===== config.mk =====
export PLATFORM = sky130hd
export DESIGN_NAME = bech32_address_encoder
export DESIGN_NICKNAME = d
export VERILOG_FILES = /design/src/rtl/b32_pkg.sv /design/src/rtl/bech32_address_encoder.sv /design/src/rtl/b32_ctrl.sv /design/src/rtl/b32_dp.sv
export SDC_FILE = /design/constraint.sdc
export NUM_CORES = 1
export LEC_CHECK = 0
export ABC_AREA = 1
export ABC_CLOCK_PERIOD_IN_PS = 8200
export BUFFER_PORTS_ARGS = -buffer_cell sky130_fd_sc_hd__clkbuf_2
export CAP_MARGIN = 10
export CORE_ASPECT_RATIO = 0.75
export CORE_MARGIN = 4
export CORE_UTILIZATION = 30
export DETAILED_ROUTE_END_ITERATION = 10
export PLACE_DENSITY_LB_ADDON = 0.25
export SYNTH_ARGS = -nofsm -noshare
export SYNTH_HDL_FRONTEND = slang
export SYNTH_HIERARCHICAL = 1
export SYNTH_SLANG_ARGS = --single-unit

===== constraint.sdc =====
create_clock -name clock -period 8.2 [get_ports clock]
set_clock_uncertainty 0.2 [all_clocks]
set_input_delay 1.64 -clock clock [delete_from_list [all_inputs] [get_ports clock]]
set_output_delay 1.64 -clock clock [all_outputs]
set_load 0.01 [all_outputs]

===== src/rtl/b32_pkg.sv =====
`default_nettype none

package b32_pkg;

   localparam int PREFIX_MAX = 8;
   localparam int PLEN_W     = 4;
   localparam int CNT_W      = 3;
   localparam int CHK_W      = 30;
   localparam int CSR_IDX_W  = 1;

   localparam logic [CSR_IDX_W-1:0] CSR_PREFIX_CHARS  = 1'd0;
   localparam logic [CSR_IDX_W-1:0] CSR_PREFIX_LENGTH = 1'd1;

   localparam logic [63:0]       PREFIX_CHARS_RESET  = 64'd25442;
   localparam logic [PLEN_W-1:0] PREFIX_LENGTH_RESET = 4'd2;

   localparam logic [CHK_W-1:0] GEN0 = 30'h3b6a57b2;
   localparam logic [CHK_W-1:0] GEN1 = 30'h26508e6d;
   localparam logic [CHK_W-1:0] GEN2 = 30'h1ea119fa;
   localparam logic [CHK_W-1:0] GEN3 = 30'h3d4233dd;
   localparam logic [CHK_W-1:0] GEN4 = 30'h2a1462b3;
   localparam logic [CHK_W-1:0] BECH32M_CONST = 30'h2bc830a3;
   localparam logic [CHK_W-1:0] BECH32_CONST  = 30'd1;
   localparam logic [CHK_W-1:0] CHK_INIT_VAL  = 30'd1;

   localparam logic [CNT_W-1:0] CHK_LAST = 3'd5;
   localparam logic [4:0]       VER_MAX  = 5'd16;
   localparam logic [7:0]       CHAR_MIN = 8'd33;
   localparam logic [7:0]       CHAR_MAX = 8'd126;
   localparam logic [7:0]       UPPER_A  = 8'h41;
   localparam logic [7:0]       UPPER_Z  = 8'h5A;
   localparam logic [6:0]       SEP_CHAR = 7'h31;

   localparam logic [7:0] CHARSET [32] = '{
      "q", "p", "z", "r", "y", "9", "x", "8",
      "g", "f", "2", "t", "v", "d", "w", "0",
      "s", "3", "j", "n", "5", "4", "k", "h",
      "c", "e", "6", "m", "u", "a", "7", "l"
   };

   typedef enum logic [3:0] {
      ST_IDLE,
      ST_HASH_HI,
      ST_HASH_ZERO,
      ST_PREFIX,
      ST_SEP,
      ST_VER,
      ST_GROUP,
      ST_PAD,
      ST_CHK_PM,
      ST_CHK_OUT,
      ST_ERR
   } state_type;

   typedef enum logic [3:0] {
      CHK_HOLD,
      CHK_INIT,
      CHK_HI,
      CHK_PM,
      CHK_LO,
      CHK_VER,
      CHK_GROUP,
      CHK_PAD,
      CHK_FINAL,
      CHK_SHIFT
   } chk_op_type;

   typedef enum logic [2:0] {
      OUT_PREFIX,
      OUT_SEP,
      OUT_VER,
      OUT_GROUP,
      OUT_PAD,
      OUT_CHK,
      OUT_ERR
   } out_sel_type;

   typedef struct packed {
      logic        load;
      logic        start;
      logic        discard_step;
      logic        fail;
      logic        clear_addr;
      logic        group_step;
      logic        cnt_clr;
      logic        cnt_inc;
      chk_op_type  chk_op;
      logic        emit;
      out_sel_type out_sel;
      logic        run_end;
      logic        addr_end;
   } dp_cmd_type;

   typedef struct packed {
      logic discarding;
      logic in_address;
      logic first_bad;
      logic too_many;
      logic prefix_last;
      logic chk_last;
      logic group_last;
      logic group_rem_zero;
      logic fin;
      logic out_free;
   } dp_stat_type;

   // one polymod step: shift in a zero group
   function automatic logic [CHK_W-1:0] pm(input logic [CHK_W-1:0] c);
      logic [4:0]       top;
      logic [CHK_W-1:0] r;
      top = c[29:25];
      r   = {c[24:0], 5'b00000};
      if (top[0]) r = r ^ GEN0;
      if (top[1]) r = r ^ GEN1;
      if (top[2]) r = r ^ GEN2;
      if (top[3]) r = r ^ GEN3;
      if (top[4]) r = r ^ GEN4;
      return r;
   endfunction

endpackage

`default_nettype wire


===== src/rtl/bech32_address_encoder.sv =====
// Segwit address encoder (bech32 / bech32m), one payload byte per request.
// req_* carries one byte, the witness version (sampled on the first byte of an
// address) and a final flag on the last byte. rsp_* returns the address string
// one character per transaction; run_end marks the last character a request
// produced, address_end the last checksum character or an error result.
// csr_* writes the prefix characters (index 0) and prefix length (index 1); it
// is always ready and should only be written between addresses.
// One request is worked on at a time, one polymod step per cycle through the
// single checksum register unless a state waits for the output register. A middle
// byte is accepted and then emits one character per 5-bit group. The first byte
// adds prefix hashing and emission of the prefix, separator and version, the
// final byte adds the pad group if any, six checksum rounds and six checksum characters.
// A single output register holds the next character; when the receiver stalls
// the sequencer waits at that character; a request is only accepted when idle.
// Synchronous reset clears the address state and the output valid flag and loads the
// default prefix "bc"; no clearing pass is needed.
`default_nettype none

module bech32_address_encoder #(
   parameter int MAX_BYTES = 40
) (
   input  wire        clock,
   input  wire        reset,
   input  wire        req_valid,
   output logic       req_ready,
   input  wire  [7:0] req_data_byte,
   input  wire  [4:0] req_witness_version,
   input  wire        req_final_byte,
   output logic       rsp_valid,
   input  wire        rsp_ready,
   output logic [6:0] rsp_out_char,
   output logic       rsp_run_end,
   output logic       rsp_address_end,
   output logic       rsp_error,
   input  wire        csr_valid,
   output logic       csr_ready,
   input  wire  [b32_pkg::CSR_IDX_W-1:0] csr_index,
   input  wire  [63:0] csr_data
);
   import b32_pkg::*;

   dp_cmd_type  cmd;
   dp_stat_type stat;

   assign csr_ready = 1'b1;

   b32_ctrl u_ctrl (
      .clock     (clock),
      .reset     (reset),
      .req_valid (req_valid),
      .req_ready (req_ready),
      .stat      (stat),
      .cmd       (cmd)
   );

   b32_dp #(
      .MAX_BYTES (MAX_BYTES)
   ) u_dp (
      .clock               (clock),
      .reset               (reset),
      .req_data_byte       (req_data_byte),
      .req_witness_version (req_witness_version),
      .req_final_byte      (req_final_byte),
      .csr_valid           (csr_valid),
      .csr_index           (csr_index),
      .csr_data            (csr_data),
      .rsp_ready           (rsp_ready),
      .rsp_valid           (rsp_valid),
      .rsp_out_char        (rsp_out_char),
      .rsp_run_end         (rsp_run_end),
      .rsp_address_end     (rsp_address_end),
      .rsp_error           (rsp_error),
      .cmd                 (cmd),
      .stat                (stat)
   );

`ifndef ASSERT_OFF
   // a new character never overwrites one the receiver has not taken
   assert property (@(posedge clock) disable iff (reset)
      cmd.emit |-> (!rsp_valid || rsp_ready))
      else $error("result overwritten before transfer");

   assert property (@(posedge clock) disable iff (reset)
      rsp_valid && rsp_error |-> rsp_out_char == 7'd0 && rsp_address_end && rsp_run_end)
      else $error("malformed error result");

   assert property (@(posedge clock) disable iff (reset)
      rsp_valid && rsp_address_end |-> rsp_run_end)
      else $error("address end without run end");

   // one request in flight at a time; a swallowed byte finishes at its accept
   assert property (@(posedge clock) disable iff (reset)
      req_valid && req_ready && !stat.discarding |=> !req_ready)
      else $error("request accepted while busy");
`endif

endmodule

`default_nettype wire


===== src/rtl/b32_ctrl.sv =====
`default_nettype none

module b32_ctrl (
   input  wire                 clock,
   input  wire                 reset,
   input  wire                 req_valid,
   output logic                req_ready,
   input  b32_pkg::dp_stat_type stat,
   output b32_pkg::dp_cmd_type  cmd
);
   import b32_pkg::*;

   state_type state_ff, state_in;

   always_ff @(posedge clock) begin
      if (reset) begin
         state_ff <= ST_IDLE;
      end else begin
         state_ff <= state_in;
      end
   end

   always_comb begin
      state_in  = state_ff;
      req_ready = 1'b0;
      cmd       = '0;
      cmd.chk_op  = CHK_HOLD;
      cmd.out_sel = OUT_ERR;
      case (state_ff)
         ST_IDLE: begin
            req_ready = 1'b1;
            if (req_valid) begin
               if (stat.discarding) begin
                  cmd.discard_step = 1'b1;
               end else if (!stat.in_address) begin
                  cmd.load = 1'b1;
                  if (stat.first_bad) begin
                     state_in = ST_ERR;
                  end else begin
                     cmd.start   = 1'b1;
                     cmd.chk_op  = CHK_INIT;
                     cmd.cnt_clr = 1'b1;
                     state_in    = ST_HASH_HI;
                  end
               end else begin
                  cmd.load = 1'b1;
                  state_in = stat.too_many ? ST_ERR : ST_GROUP;
               end
            end
         end
         ST_HASH_HI: begin
            cmd.chk_op = CHK_HI;
            if (stat.prefix_last) begin
               cmd.cnt_clr = 1'b1;
               state_in    = ST_HASH_ZERO;
            end else begin
               cmd.cnt_inc = 1'b1;
            end
         end
         ST_HASH_ZERO: begin
            cmd.chk_op = CHK_PM;
            state_in   = ST_PREFIX;
         end
         ST_PREFIX: begin
            if (stat.out_free) begin
               cmd.emit    = 1'b1;
               cmd.out_sel = OUT_PREFIX;
               cmd.chk_op  = CHK_LO;
               if (stat.prefix_last) begin
                  cmd.cnt_clr = 1'b1;
                  state_in    = ST_SEP;
               end else begin
                  cmd.cnt_inc = 1'b1;
               end
            end
         end
         ST_SEP: begin
            if (stat.out_free) begin
               cmd.emit    = 1'b1;
               cmd.out_sel = OUT_SEP;
               state_in    = ST_VER;
            end
         end
         ST_VER: begin
            if (stat.out_free) begin
               cmd.emit    = 1'b1;
               cmd.out_sel = OUT_VER;
               cmd.chk_op  = CHK_VER;
               state_in    = ST_GROUP;
            end
         end
         ST_GROUP: begin
            if (stat.out_free) begin
               cmd.emit       = 1'b1;
               cmd.out_sel    = OUT_GROUP;
               cmd.chk_op     = CHK_GROUP;
               cmd.group_step = 1'b1;
               if (stat.group_last) begin
                  if (!stat.fin) begin
                     cmd.run_end = 1'b1;
                     state_in    = ST_IDLE;
                  end else if (stat.group_rem_zero) begin
                     cmd.cnt_clr = 1'b1;
                     state_in    = ST_CHK_PM;
                  end else begin
                     state_in = ST_PAD;
                  end
               end
            end
         end
         ST_PAD: begin
            if (stat.out_free) begin
               cmd.emit    = 1'b1;
               cmd.out_sel = OUT_PAD;
               cmd.chk_op  = CHK_PAD;
               cmd.cnt_clr = 1'b1;
               state_in    = ST_CHK_PM;
            end
         end
         ST_CHK_PM: begin
            // six zero groups, final constant folded into the last step
            if (stat.chk_last) begin
               cmd.chk_op  = CHK_FINAL;
               cmd.cnt_clr = 1'b1;
               state_in    = ST_CHK_OUT;
            end else begin
               cmd.chk_op  = CHK_PM;
               cmd.cnt_inc = 1'b1;
            end
         end
         ST_CHK_OUT: begin
            if (stat.out_free) begin
               cmd.emit    = 1'b1;
               cmd.out_sel = OUT_CHK;
               cmd.chk_op  = CHK_SHIFT;
               cmd.cnt_inc = 1'b1;
               if (stat.chk_last) begin
                  cmd.run_end    = 1'b1;
                  cmd.addr_end   = 1'b1;
                  cmd.clear_addr = 1'b1;
                  state_in       = ST_IDLE;
               end
            end
         end
         ST_ERR: begin
            if (stat.out_free) begin
               cmd.emit     = 1'b1;
               cmd.out_sel  = OUT_ERR;
               cmd.run_end  = 1'b1;
               cmd.addr_end = 1'b1;
               cmd.fail     = 1'b1;
               state_in     = ST_IDLE;
            end
         end
         default: begin
            state_in = ST_IDLE;
         end
      endcase
   end

endmodule

`default_nettype wire


===== src/rtl/b32_dp.sv =====
`default_nettype none

module b32_dp #(
   parameter int MAX_BYTES = 40
) (
   input  wire                         clock,
   input  wire                         reset,
   input  wire  [7:0]                  req_data_byte,
   input  wire  [4:0]                  req_witness_version,
   input  wire                         req_final_byte,
   input  wire                         csr_valid,
   input  wire  [b32_pkg::CSR_IDX_W-1:0] csr_index,
   input  wire  [63:0]                 csr_data,
   input  wire                         rsp_ready,
   output logic                        rsp_valid,
   output logic [6:0]                  rsp_out_char,
   output logic                        rsp_run_end,
   output logic                        rsp_address_end,
   output logic                        rsp_error,
   input  b32_pkg::dp_cmd_type         cmd,
   output b32_pkg::dp_stat_type        stat
);
   import b32_pkg::*;

   localparam int BC_W = $clog2(MAX_BYTES + 1);

   logic [63:0]       prefix_chars_ff;
   logic [PLEN_W-1:0] prefix_length_ff;
   logic [CHK_W-1:0]  chk_ff, chk_in;
   logic [3:0]        bit_store_ff;
   logic [2:0]        bit_count_ff;
   logic [BC_W-1:0]   byte_count_ff;
   logic              in_address_ff;
   logic              discarding_ff;
   logic              bech32m_ff;
   logic [11:0]       acc_ff;
   logic [3:0]        bits_ff;
   logic [4:0]        ver_ff;
   logic              fin_ff;
   logic [CNT_W-1:0]  cnt_ff;
   logic              rsp_valid_ff;
   logic [6:0]        rsp_char_ff;
   logic              rsp_run_end_ff;
   logic              rsp_addr_end_ff;
   logic              rsp_error_ff;

   logic [PLEN_W-1:0] plen_eff;
   logic [7:0]        pchar;
   logic [3:0]        shamt;
   logic [4:0]        grp;
   logic [4:0]        pad;
   logic [2:0]        new_bits;
   logic [3:0]        keep_mask;
   logic              prefix_bad;
   logic [6:0]        char_sel;

   assign plen_eff = (prefix_length_ff > PLEN_W'(PREFIX_MAX)) ? PLEN_W'(PREFIX_MAX)
                                                               : prefix_length_ff;
   assign pchar     = prefix_chars_ff[{cnt_ff, 3'b000} +: 8];
   assign shamt     = bits_ff - 4'd5;
   assign grp       = 5'(acc_ff >> shamt);
   assign new_bits  = shamt[2:0];
   assign keep_mask = (4'd1 << new_bits) - 4'd1;
   assign pad       = {1'b0, bit_store_ff} << (3'd5 - bit_count_ff);

   always_comb begin
      logic [7:0] ch;
      ch         = '0;
      prefix_bad = 1'b0;
      for (int i = 0; i < PREFIX_MAX; i++) begin
         ch = prefix_chars_ff[8*i +: 8];
         if (PLEN_W'(i) < plen_eff) begin
            if (ch < CHAR_MIN || ch > CHAR_MAX || (ch >= UPPER_A && ch <= UPPER_Z)) begin
               prefix_bad = 1'b1;
            end
         end
      end
   end

   assign stat.discarding     = discarding_ff;
   assign stat.in_address     = in_address_ff;
   assign stat.first_bad      = prefix_bad || (prefix_length_ff == '0) ||
                                (req_witness_version > VER_MAX) || req_final_byte;
   assign stat.too_many       = byte_count_ff >= BC_W'(MAX_BYTES);
   assign stat.prefix_last    = {1'b0, cnt_ff} == (plen_eff - 4'd1);
   assign stat.chk_last       = cnt_ff == CHK_LAST;
   assign stat.group_last     = bits_ff < 4'd10;
   assign stat.group_rem_zero = bits_ff == 4'd5;
   assign stat.fin            = fin_ff;
   assign stat.out_free       = !rsp_valid_ff || rsp_ready;

   always_ff @(posedge clock) begin
      if (reset) begin
         prefix_chars_ff  <= PREFIX_CHARS_RESET;
         prefix_length_ff <= PREFIX_LENGTH_RESET;
      end else if (csr_valid) begin
         case (csr_index)
            CSR_PREFIX_CHARS:  prefix_chars_ff  <= csr_data;
            CSR_PREFIX_LENGTH: prefix_length_ff <= csr_data[PLEN_W-1:0];
            default: begin
            end
         endcase
      end
   end

   always_comb begin
      chk_in = chk_ff;
      if (cmd.clear_addr || cmd.fail) begin
         chk_in = CHK_INIT_VAL;
      end else begin
         case (cmd.chk_op)
            CHK_HOLD:  chk_in = chk_ff;
            CHK_INIT:  chk_in = CHK_INIT_VAL;
            CHK_HI:    chk_in = pm(chk_ff) ^ CHK_W'(pchar[7:5]);
            CHK_PM:    chk_in = pm(chk_ff);
            CHK_LO:    chk_in = pm(chk_ff) ^ CHK_W'(pchar[4:0]);
            CHK_VER:   chk_in = pm(chk_ff) ^ CHK_W'(ver_ff);
            CHK_GROUP: chk_in = pm(chk_ff) ^ CHK_W'(grp);
            CHK_PAD:   chk_in = pm(chk_ff) ^ CHK_W'(pad);
            CHK_FINAL: chk_in = pm(chk_ff) ^ (bech32m_ff ? BECH32M_CONST : BECH32_CONST);
            CHK_SHIFT: chk_in = {chk_ff[24:0], 5'b00000};
            default:   chk_in = chk_ff;
         endcase
      end
   end

   always_ff @(posedge clock) begin
      if (reset) begin
         chk_ff        <= CHK_INIT_VAL;
         bit_store_ff  <= '0;
         bit_count_ff  <= '0;
         byte_count_ff <= '0;
         in_address_ff <= 1'b0;
         discarding_ff <= 1'b0;
         bech32m_ff    <= 1'b0;
         cnt_ff        <= '0;
      end else begin
         chk_ff <= chk_in;
         if (cmd.cnt_clr) begin
            cnt_ff <= '0;
         end else if (cmd.cnt_inc) begin
            cnt_ff <= cnt_ff + 3'd1;
         end
         if (cmd.discard_step && req_final_byte) begin
            discarding_ff <= 1'b0;
         end
         if (cmd.start) begin
            in_address_ff <= 1'b1;
            bech32m_ff    <= req_witness_version != 5'd0;
         end
         // last group of the byte leaves the remainder bits behind
         if (cmd.group_step && stat.group_last) begin
            bit_store_ff  <= acc_ff[3:0] & keep_mask;
            bit_count_ff  <= new_bits;
            byte_count_ff <= byte_count_ff + 1'b1;
         end
         if (cmd.clear_addr || cmd.fail) begin
            bit_store_ff  <= '0;
            bit_count_ff  <= '0;
            byte_count_ff <= '0;
            in_address_ff <= 1'b0;
            bech32m_ff    <= 1'b0;
         end
         if (cmd.fail) begin
            discarding_ff <= !fin_ff;
         end
      end
   end

   always_ff @(posedge clock) begin
      if (cmd.load) begin
         acc_ff  <= {bit_store_ff, req_data_byte};
         bits_ff <= {1'b0, bit_count_ff} + 4'd8;
         ver_ff  <= req_witness_version;
         fin_ff  <= req_final_byte;
      end else if (cmd.group_step) begin
         bits_ff <= shamt;
      end
   end

   always_comb begin
      case (cmd.out_sel)
         OUT_PREFIX: char_sel = pchar[6:0];
         OUT_SEP:    char_sel = SEP_CHAR;
         OUT_VER:    char_sel = CHARSET[ver_ff][6:0];
         OUT_GROUP:  char_sel = CHARSET[grp][6:0];
         OUT_PAD:    char_sel = CHARSET[pad][6:0];
         OUT_CHK:    char_sel = CHARSET[chk_ff[29:25]][6:0];
         OUT_ERR:    char_sel = '0;
         default:    char_sel = '0;
      endcase
   end

   always_ff @(posedge clock) begin
      if (reset) begin
         rsp_valid_ff <= 1'b0;
      end else if (cmd.emit) begin
         rsp_valid_ff <= 1'b1;
      end else if (rsp_ready) begin
         rsp_valid_ff <= 1'b0;
      end
   end

   always_ff @(posedge clock) begin
      if (cmd.emit) begin
         rsp_char_ff     <= char_sel;
         rsp_run_end_ff  <= cmd.run_end;
         rsp_addr_end_ff <= cmd.addr_end;
         rsp_error_ff    <= cmd.out_sel == OUT_ERR;
      end
   end

   assign rsp_valid       = rsp_valid_ff;
   assign rsp_out_char    = rsp_char_ff;
   assign rsp_run_end     = rsp_run_end_ff;
   assign rsp_address_end = rsp_addr_end_ff;
   assign rsp_error       = rsp_error_ff;

endmodule

`default_nettype wire

==> impl_metrics.toml <==
[logic_synthesis]
yosysWarnings = 6
yosys_register_bits = 154
synth_edf_count = 32
ys_async_sr_fraction_pct = 0
postSynthCellCount = 1575
synth_area_leaders = "dfxtp_1 (24%), nand2_1 (14%), edfxtp_1 (9.3%), o21ai_0 (7.6%), inv_1 (6.5%)"
synth.cell_area_um2 = 10300
synthFlopType = "dfxtp_1"
syn-num-nets = 1677
synth_most_common_cell = "nand2_1"
synth_cell_types = 49
yosys.area.top_type = "dfxtp_1"
avgSynthCellArea_um2 = 6.538
synth_commonest_cells = "nand2_1 (395), inv_1 (177), o21ai_0 (157)"
seq_area_frac_synth_pct = 33.05
synth_top_area_share_pct = 23.72

[floorplan]
fp.dieArea_um2 = 37380
die_h_um = 168.5
fp.coreArea_um2 = 33670
die_w_um = 221.9
ios = 97
row_count = 58
initial_core_util_pct = 30.58

[run_status]
run_status = "complete, no violations"

[flow_run]
max_cap_violations = 0

[sta]
fin_tns_setup_ns = 0
rsz0062_at_grt = "false"
fin_crit_sh_pct = 57.44
hold_viol = 0
final_max_slew_viol_count = 0
finalSetupViolCount = 0
worst_slew_pin_slew_ns = 0.8873
max_freq_mhz = 212.3
finalCriticalPeriod_ns = 4.710
slew_headroom_pct = 40.77

[route]
first_iter_violations = 1150
vias_per_cell = 4.989
drt.antenna.violating_nets = 0
drtPass1Iterations = 6
wl_per_cell_um = 15.33
wirelength_um = 32140
drc_errors = 0
vias = 10460

[setup_path]
end_kind = "flip-flop"
crit_path_start_kind = "primary input"
path_max_fanout = 19
worst_ep_arrival_time_ns = 4.82
crit_type = "in2reg"
critPathRequiredTime_ns = 8.31

[finish]
layout-drive-gt1-share_pct = 12.63
syn_to_final_growth_pct = 13.34
fillers = 3706
diodes = 0
finalNetCount = 1736
finish.instance_area_um2 = 11670

[global_routing]
grt_max_degree = 73
grt_pass1_wl_um = 51320
gr-usage-met2_pct = 24.55
use_met1_pct = 25.66
top_usage_layer = "met1"
grt_usage_pct = 16.77
grt_pass1_vias = 9504
antenna_found_initial = 0
overflow = 0
use_met3_pct = 3.121

[cts]
cts_buffer_depth = 2
clkSinkCount = 154
path_clk_slew_ns = 0.06
cts_buffers = 17
worstSkewPairLatency_ns = 0.44
cts_hold_buf = 0
h-tree-depth = 4
cts_tree = "yes"
root_buffer = "clkbuf_16"
post_cts_buffers = 0
cts_resized = 0

[pwr]
power_leakage_uw = 0.005249
power_density_nw_per_um2 = 349.6
vdd_ir_drop_max_v = 0.0001446

[hold_path]
hp-class = "reg2reg"

[placed_design]
port_buffers = 95
dpl-instance-area_um2 = 11090
gp_congestion = 0.9125
hpwlAfterDp_um = 24090
-- power breakdown --
group,internal [uW],switching [uW],total (uW)
sequential,943,160,1100
clock,443,350,793
combinational,696,1490,2180
-- layout by cell type, fill, tap and decap left out, types with 9 or more instances in the layout --
cell / instances
buf_4: 9
ha_1: 18
nand3_1: 102
dfxtp_1: 122
clkbuf_16: 18
clkbuf_2: 95
o221ai_1: 15
nor2_1: 130
inv_1: 177
nor2_2: 15
xnor2_1: 24
nand2_2: 18
o211ai_1: 28
edfxtp_1: 32
inv_2: 19
xor2_1: 26
nand2_1: 395
o21ai_0: 157
nor3_1: 21
o21ai_1: 10
a21oi_1: 121
nand4_1: 20
-- kinds of logic (layout without fill, tap and decap cells) --
group / after synthesis / count (layout) / share of synthesized area [%]
AND/OR/NAND/NOR: 721 / 721 / 30.06
AO/OA/AOI/OAI: 365 / 365 / 19.79
other: 1 / 1 / 0.03642
adder cells (fa/ha/maj): 18 / 18 / 2.187
flip-flops: 154 / 154 / 33.05
buffers and inverters: 266 / 338 / 10.62
XOR/XNOR: 50 / 50 / 4.253
-- routing by layer --
layer / share of wire (%) / routed length [um]
met4: 1.1 / 340
met3: 4.6 / 1465
met5: 0 / 0
met2: 42 / 13430
met1: 53 / 16900
-- final timing paths --
kind                                 start                    end  slack (ns)  cells past startpoint
setup / recovery    req_witness_version[1]        u_dp/chk_ff[12]        3.49                     17
hold reg to reg      u_dp/byte_count_ff[5]  u_dp/byte_count_ff[5]        0.25                      1
hold / removal       u_dp/byte_count_ff[5]  u_dp/byte_count_ff[5]        0.25                      1
setup reg to reg  u_dp/prefix_length_ff[1]        u_dp/chk_ff[12]        4.21                     20
-- state kept, by name, indices dropped and copies added, names as in the netlist --
name / flops
u_dp/chk_ff: 30
u_dp/rsp_address_end: 1
u_dp/acc_ff: 12
u_dp/rsp_error: 1
u_dp/rsp_valid: 1
u_dp/bits_ff: 4
u_dp/rsp_run_end: 1
u_dp/discarding_ff: 1
u_dp/byte_count_ff: 6
u_dp/cnt_ff: 3
u_dp/prefix_chars_ff: 64
u_dp/prefix_length_ff: 4
u_dp/in_address_ff: 1
u_dp/ver_ff: 5
u_dp/rsp_out_char: 7
u_dp/bit_store_ff: 4
u_dp/bit_count_ff: 3
u_dp/bech32m_ff: 1
u_ctrl/state_ff: 4
u_dp/fin_ff: 1
-- through the flow --
stage               util (%)  power, uW  std cells  setup WS (ns)  hold WS, ns
CTS                    34.66       4080       2097          3.580       0.2568
detailed placement     32.93       3267       2065          3.109       0.2465
floorplan                  -       2744       1575          3.746       0.2229
global placement       32.93       3249       2065          3.142       0.2346
global route           34.66       4419       2097          3.216       0.2836
finish                 34.66       4080       2097          3.490       0.2517
-- layout make-up --
class / instances / area [um^2] / area share (%)
Clock buffer: 23 / 509.2 / 4.363
Clock inverter: 9 / 73.82 / 0.6325
Sequential cell: 154 / 3403 / 29.16
Multi-Input combinational cell: 1155 / 5811 / 49.79
Tap cell: 450 / 563.0 / 4.824
Timing Repair Buffer: 104 / 543.0 / 4.653
Inverter: 202 / 768.2 / 6.582
-- worst max-delay path, stage by stage --
cell and delay, ns:
clkbuf_2 0.09, nor4_1 0.76, nor2_1 0.08, nor3_1 0.16, nand3_1 0.09, nor2_1 0.12, nand2_1 0.05, inv_1 0.05
nand2_1 0.08, inv_1 0.06, nand2_1 0.07, nand3_1 0.22, o21ai_0 0.13, nand2_1 0.43, inv_2 0.32, a221oi_1 0.36
nor2_1 0.07
No activity file was read; power rests on OpenSTA's default activity.
